[src/rtl/core/sfrf_pkg.sv]
// ---------------------------------------------------------------------------
// sfrf_pkg
// Shared types and constants for the stereo frame ring FIFO.
// ---------------------------------------------------------------------------
package sfrf_pkg;

  localparam int unsigned SAMPLE_W = 32;
  localparam int unsigned LEN_W    = 16;
  localparam int unsigned FRAME_W  = 2 * SAMPLE_W;
  localparam int unsigned FREE_W   = LEN_W + 1;

  typedef enum logic {
    OP_WRITE = 1'b0,
    OP_READ  = 1'b1
  } sfrf_op_e;

  typedef struct packed {
    sfrf_op_e              op;
    logic                  first_of_block;
    logic [LEN_W-1:0]      block_len;
    logic [SAMPLE_W-1:0]   left_in;
    logic [SAMPLE_W-1:0]   right_in;
  } sfrf_in_t;

  typedef struct packed {
    logic [SAMPLE_W-1:0]   left_out;
    logic [SAMPLE_W-1:0]   right_out;
    logic                  underrun;
    logic                  dropped;
    logic                  was_read;
  } sfrf_out_t;

  typedef struct packed {
    logic underrun;
    logic dropped;
    logic was_read;
    logic hit;
  } sfrf_flags_t;

endpackage

[src/rtl/core/sfrf_ctrl.sv]
// ---------------------------------------------------------------------------
// sfrf_ctrl
// Block admission, staging and publish logic, read pointer and result flags.
// ---------------------------------------------------------------------------
module sfrf_ctrl #(
  parameter int unsigned FIFO_FRAMES = 1024,
  parameter int unsigned AW          = 10
) (
  input  logic                         clk_i,
  input  logic                         rst_ni,
  input  logic                         cfg_we_i,
  input  logic                         cfg_wdata_i,
  input  logic                         adv_i,
  input  sfrf_pkg::sfrf_in_t           item_i,
  output logic                         we_o,
  output logic [AW-1:0]                waddr_o,
  output logic                         re_o,
  output logic [AW-1:0]                raddr_o,
  output sfrf_pkg::sfrf_flags_t        flags_o
);
  import sfrf_pkg::*;

  localparam int unsigned CW = AW + 1;

  logic              enable_q;
  logic [CW-1:0]     pub_q, pub_d;
  logic [CW-1:0]     rd_q, rd_d;
  logic [CW-1:0]     staged_q, staged_d;
  logic [LEN_W-1:0]  left_q, left_d;
  logic              adm_q, adm_d;
  sfrf_flags_t       flags_q, flags_d;

  logic [CW-1:0]     fill;
  logic [FREE_W-1:0] free_frames;
  logic              fits;

  assign fill        = pub_q - rd_q;
  assign free_frames = FREE_W'(FIFO_FRAMES) - FREE_W'(fill);
  assign fits        = free_frames >= {1'b0, item_i.block_len};

  always_comb begin
    pub_d    = pub_q;
    rd_d     = rd_q;
    staged_d = staged_q;
    left_d   = left_q;
    adm_d    = adm_q;
    flags_d  = flags_q;
    we_o     = 1'b0;
    waddr_o  = pub_q[AW-1:0];
    re_o     = 1'b0;
    raddr_o  = rd_q[AW-1:0];

    if (adv_i) begin
      flags_d = '0;
      if (item_i.op == OP_READ) begin
        flags_d.was_read = 1'b1;
        if (fill == '0) begin
          flags_d.underrun = 1'b1;
        end else begin
          flags_d.hit = 1'b1;
          re_o        = 1'b1;
          rd_d        = rd_q + CW'(1);
        end
      end else begin
        flags_d.dropped = 1'b1;
        if (enable_q) begin
          if (item_i.first_of_block) begin
            staged_d = '0;
            adm_d    = 1'b0;
            left_d   = '0;
            if (item_i.block_len != '0) begin
              adm_d  = fits;
              left_d = item_i.block_len - LEN_W'(1);
              if (fits) begin
                we_o            = 1'b1;
                waddr_o         = pub_q[AW-1:0];
                staged_d        = CW'(1);
                flags_d.dropped = 1'b0;
              end
              if (left_d == '0) begin
                if (fits) begin
                  pub_d = pub_q + staged_d;
                end
                staged_d = '0;
                adm_d    = 1'b0;
              end
            end
          end else if (left_q != '0) begin
            left_d = left_q - LEN_W'(1);
            if (adm_q) begin
              we_o            = 1'b1;
              waddr_o         = AW'(pub_q + staged_q);
              staged_d        = staged_q + CW'(1);
              flags_d.dropped = 1'b0;
            end
            if (left_d == '0) begin
              if (adm_q) begin
                pub_d = pub_q + staged_d;
              end
              staged_d = '0;
              adm_d    = 1'b0;
            end
          end
        end
      end
    end
  end

  always_ff @(posedge clk_i or negedge rst_ni) begin
    if (!rst_ni) begin
      enable_q <= 1'b0;
      pub_q    <= '0;
      rd_q     <= '0;
      staged_q <= '0;
      left_q   <= '0;
      adm_q    <= 1'b0;
      flags_q  <= '0;
    end else begin
      if (cfg_we_i) begin
        enable_q <= cfg_wdata_i;
      end
      pub_q    <= pub_d;
      rd_q     <= rd_d;
      staged_q <= staged_d;
      left_q   <= left_d;
      adm_q    <= adm_d;
      flags_q  <= flags_d;
    end
  end

  assign flags_o = flags_q;

endmodule

[config.mk]
export PLATFORM = sky130hd
export DESIGN_NAME = sfrf_ctrl
export DESIGN_NICKNAME = d
export VERILOG_FILES = /design/src/rtl/core/sfrf_pkg.sv /design/src/rtl/core/sfrf_ctrl.sv
export SDC_FILE = /design/constraint.sdc
export NUM_CORES = 1
export LEC_CHECK = 0
export BUFFER_PORTS_ARGS = -buffer_cell sky130_fd_sc_hd__buf_2
export CAP_MARGIN = 20
export CORE_UTILIZATION = 55
export CTS_BUF_LIST = sky130_fd_sc_hd__clkbuf_16
export CTS_CLUSTER_SIZE = 25
export DETAILED_ROUTE_END_ITERATION = 7
export PLACE_DENSITY = 0.87
export SETUP_SLACK_MARGIN = 0.05
export SLEW_MARGIN = 10
export SYNTH_ARGS = -nofsm -noshare
export SYNTH_HDL_FRONTEND = slang
export SYNTH_SLANG_ARGS = --single-unit
[constraint.sdc]
create_clock -name clk_i -period 18.9 [get_ports clk_i]
set_input_delay 1.89 -clock clk_i [delete_from_list [all_inputs] [get_ports clk_i]]
set_output_delay 1.89 -clock clk_i [all_outputs]
set_load 0.02 [all_outputs]
==> results.md <==
- The run finished with clean final reports.
- The overall routing resource usage is 0.263.
- In this run the static leakage power is roughly 2.8 nW.
- The number of warnings printed during yosys synthesis is 0.
- Tracing the worst setup path back leads to its startpoint at rd_q[0].
- Counting instances, the worst hold path has a depth of 1.
- The clock transition at the register clock pins on the worst setup and hold paths after CTS is around 0.080 ns.
- The longest clock path from root to sink contains 2 buffers.
- The TritonCTS clock tree is yes.
- For this run, the top clock speed supported by timing is approximately 130 MHz.
- The port buffer count is between 40 and 50.
- The repair_antennas step left the layout with diodes totalling 0.
- The number of maximum-capacitance violations is 0.
- Counting every net in the synthesized netlist gives between 800 and 900.
- The critical path in this run is classified as reg -> out.
- The startpoint of the lowest-slack register-to-register path is rd_q[0].
- The detail route stage leaves a number of antenna-violating nets equal to 0.
- The depth of the CTS H-tree is 2.
- The async set-reset flop share out of synthesis is 1.00.
- The worst hold path begins at flags_o[3].
- The mean area per synthesized cell is approximately 8.3 µm².
- Fill cells in the final layout number around 860.
- Power comes to between 0.2 and 0.3 mW.
- Setup repair after global routing left no endpoint under its margin.
- The die covers 10800 µm².
- The chip height is 104 µm.
- The vias per cell is 6.14.
- The remaining routing DRC violations is 0.
- After detailed routing, the average wire length per cell comes to roughly 17 µm.
- The number of endpoints with negative hold slack in the final report came to 0.
- The number of antenna violations at the first check in global routing is 0.
- The setup clock skew after layout is 0.00616 ns.
- The fraction of final layout cells sized beyond drive strength 1 is 0.130.
- The instance count of the mapped netlist is roughly 700.
- STA classifies the critical path endpoint as a primary output.
- The count of flip-flops with a built-in enable after synthesis is 0.
- Entering global routing, the biggest net connects 58 pins.
- In this run the power density over the cells is 47.7 nW/µm².
- After the last flow step, the layout net total stands at 849.
- The number of buffers inserted by post-CTS setup repair is 0.
- For the pin with the worst max-slew slack, the measured transition is between 0.7 and 0.8 ns.
- In this run, synthesis produced a sequential element count of 55.
- The number of global-route vias before repair was ~5000.
- The routed wire length is approximately 14000 µm.
- After the first detailed-routing iteration, the DRC count stood at ~320.
- In the synthesized netlist the dominant register cell turns out to be sky130_fd_sc_hd__dfrtp_1.
- The total overflow left after global routing is 0.
- The slack of the worst reg-to-reg path is 11.46 ns.
- In this run the standard cell core region covers 9910 µm².
- The tree built by TritonCTS fans out to 55 sinks.
- For the worst setup path, the data arrival time is about 5.8 ns.
- The first detailed-routing pass took 5 iterations.
- In this run the worst hold path is classified as reg -> reg.
- The largest driver fanout on the critical path is 8.
- The total number of vias is 5149.
- The kind of start point of the critical path is a flip-flop.
- The number of gates resized after CTS was 0.
- The synthesized area is approximately 5700 µm².
- The synthesis-to-layout area growth is 6.91%.
- The total count of max-transition violations in the final report is 0.
- The largest vdd supply drop is 55.4 µV.
- Final hold analysis gives a worst-case slack of about 0.5 ns.
- During I/O placement, the number of pins put on the boundary was 113.
- The root buffer cell is sky130_fd_sc_hd__clkbuf_16.
- The shortest clock period the worst path allows after layout is 7.65 ns.
- In this run, post-CTS hold repair placed 0 buffers.
- Synthesis instantiated 80 different standard cells from the library.
- The number of cells on the worst reg-to-reg path is 32.
- For this configuration, the core starts out at a cell density of 0.576.
- Headroom to the max-slew limit came out at 0.494.
- STA puts the critical path data required time at ~17 ns.
- The share of the Yosys chip area taken by registers is 0.241.
- The post-route core utilization is 0.616.
- The floorplan die width is between 100 and 150 µm.
- The end of the worst register-to-register path is pub_q[9].
- Clock tree synthesis inserted a total of 5 buffers.
- The share of the clock period used by the worst path is 0.405.
- The total setup violations reported at the end of the flow is 0.
- The final weighted congestion of routability-driven global placement is around 0.88.
- Row generation in the floorplan step produced 36 rows.
- Detailed placement ended at an HPWL of ~11000 µm.
- The wire length of the first global-routing pass is 23300 µm.
- The setup total negative slack is 0 ns.
- The endpoint of the worst hold path is flags_o[3].
- The worst-skew pair later-pin latency is roughly 0.30 ns.
## cell type report
class,instances,area (µm²),share of cell area
clock inverters,3,46.3,0.00759
multi-input cells,547,3950,0.648
well taps,133,166,0.0273
clock buffers,5,125,0.0205
flip-flops and latches,55,1380,0.226
repair buffers,52,270,0.0443
inverters,44,165,0.0271
## metal layers
layer  wire [µm]  track usage
met5           0            0
met4         418       0.0918
met3         619       0.0376
met2        6600        0.448
met1        6260        0.342
## report_power, final
part	leakage, nW	total, mW	switching [mW]	internal, mW
Clock	0.0804	0.111	0.0482	0.0632
Sequential	0.688	0.133	0.00941	0.124
Combinational	2.01	0.0465	0.0294	0.0170
Total	2.78	0.291	0.0871	0.204
## cells in the final DEF, fill, tap and decap left out, types with 3 or more instances in the layout
cell type                   Yosys  layout
sky130_fd_sc_hd__nand2_1       61      61
sky130_fd_sc_hd__dfrtp_1       55      55
sky130_fd_sc_hd__ha_1          54      54
sky130_fd_sc_hd__nor2_1        53      53
sky130_fd_sc_hd__buf_2          2      48
sky130_fd_sc_hd__inv_1         44      44
sky130_fd_sc_hd__xnor2_1       44      44
sky130_fd_sc_hd__a21oi_1       41      41
sky130_fd_sc_hd__nor3_1        32      32
sky130_fd_sc_hd__o21ai_0       33      32
sky130_fd_sc_hd__xor2_1        22      22
sky130_fd_sc_hd__nand3_1       17      17
sky130_fd_sc_hd__nand4_1       17      17
sky130_fd_sc_hd__a21o_1        12      12
sky130_fd_sc_hd__a211oi_1       9       9
sky130_fd_sc_hd__mux2_4         9       9
sky130_fd_sc_hd__o41ai_1        9       9
sky130_fd_sc_hd__and3_1         8       8
sky130_fd_sc_hd__or3_1          8       8
sky130_fd_sc_hd__mux2i_1        6       6
sky130_fd_sc_hd__o21ai_1        6       6
sky130_fd_sc_hd__o21a_1         6       6
sky130_fd_sc_hd__nor4_1         6       6
sky130_fd_sc_hd__nand2b_1       5       5
sky130_fd_sc_hd__o31ai_1        5       5
sky130_fd_sc_hd__a31oi_1        5       5
sky130_fd_sc_hd__o221ai_1       5       5
sky130_fd_sc_hd__clkbuf_16      0       5
sky130_fd_sc_hd__o211ai_1       4       4
sky130_fd_sc_hd__nand4b_1       4       4
sky130_fd_sc_hd__nor2b_1        4       4
sky130_fd_sc_hd__a21boi_0       4       4
sky130_fd_sc_hd__buf_4         10       4
sky130_fd_sc_hd__o22ai_1        3       3
sky130_fd_sc_hd__fa_1           3       3
## state kept, by name, summed over array words and instances (netlist names)
name	flops
flags_o	4
enable_q	1
pub_q	11
rd_q	11
adm_q	1
staged_q	11
left_q	16
## kinds of logic (layout without fill, tap and decap cells)
group,Yosys count,count (layout),share of synthesized area
compound gates,167,167,0.203
xor+xnor,66,66,0.101
fa+ha+maj,57,57,0.129
buf+inv,85,104,0.0684
flops,55,55,0.241
mux,18,18,0.0401
simple gates,239,239,0.217
## stage by stage
step / cell area (µm²) / std cells / worst slack [ns]
global placement: 5930 / 831 / 11.81
finish: 6100 / 839 / 11.25
global route: 6100 / 839 / 10.85
detailed placement: 5930 / 831 / 11.58
CTS: 6100 / 839 / 11.29
floorplan: 5710 / 687 / 12.47
## critical path, cell delays in order (launching register included)
cell and delay (ns):
sky130_fd_sc_hd__dfrtp_1 0.56, sky130_fd_sc_hd__ha_1 0.23, sky130_fd_sc_hd__inv_1 0.05, sky130_fd_sc_hd__fa_1 0.43
sky130_fd_sc_hd__a21oi_1 0.16, sky130_fd_sc_hd__nand2_1 0.10, sky130_fd_sc_hd__mux2_1 0.33, sky130_fd_sc_hd__nor4_2 0.37
sky130_fd_sc_hd__o21ai_1 0.15, sky130_fd_sc_hd__or3_1 0.36, sky130_fd_sc_hd__a21oi_1 0.17, sky130_fd_sc_hd__nor2_1 0.08
sky130_fd_sc_hd__xor2_1 0.25, sky130_fd_sc_hd__ha_1 0.30, sky130_fd_sc_hd__a21oi_1 0.12, sky130_fd_sc_hd__o21ai_1 0.07
sky130_fd_sc_hd__a21o_1 0.17, sky130_fd_sc_hd__a2111oi_0 0.35, sky130_fd_sc_hd__o21ai_0 0.12, sky130_fd_sc_hd__a221oi_1 0.46
sky130_fd_sc_hd__nand2_1 0.17, sky130_fd_sc_hd__a21oi_1 0.20, sky130_fd_sc_hd__nor2_1 0.09, sky130_fd_sc_hd__buf_2 0.16
## synthesized netlist by cell type, types with 6 or more instances
master                     instances  area share
sky130_fd_sc_hd__ha_1             54        0.12
sky130_fd_sc_hd__clkbuf_1         22       0.014
sky130_fd_sc_hd__and3_1            8      0.0088
sky130_fd_sc_hd__o41ai_1           9       0.014
sky130_fd_sc_hd__nor3_1           32       0.028
sky130_fd_sc_hd__or3_1             8      0.0088
sky130_fd_sc_hd__dfrtp_1          55        0.24
sky130_fd_sc_hd__a21o_1           12       0.016
sky130_fd_sc_hd__a21oi_1          41       0.036
sky130_fd_sc_hd__nand2_1          61       0.040
sky130_fd_sc_hd__xnor2_1          44       0.068
sky130_fd_sc_hd__o21a_1            6      0.0079
sky130_fd_sc_hd__nand4_1          17       0.019
sky130_fd_sc_hd__o21ai_0          33       0.029
sky130_fd_sc_hd__o21ai_1           6      0.0053
sky130_fd_sc_hd__mux2i_1           6       0.011
sky130_fd_sc_hd__nor4_1            6      0.0066
sky130_fd_sc_hd__nand3_1          17       0.015
sky130_fd_sc_hd__mux2_4            9       0.024
sky130_fd_sc_hd__xor2_1           22       0.034
sky130_fd_sc_hd__a211oi_1          9       0.012
sky130_fd_sc_hd__inv_1            44       0.029
sky130_fd_sc_hd__nor2_1           53       0.035
sky130_fd_sc_hd__buf_4            10       0.013
## how the worst max path moves through the flow
stage               end  cells past startpoint
6_report           we_o                     23
5_1_grt            we_o                     23
4_1_cts            we_o                     23
3_5_place_dp   pub_q[9]                     32
3_3_place_gp       we_o                     23
2_1_floorplan      we_o                     22
Note: power is estimated with default switching activity, not from simulation.
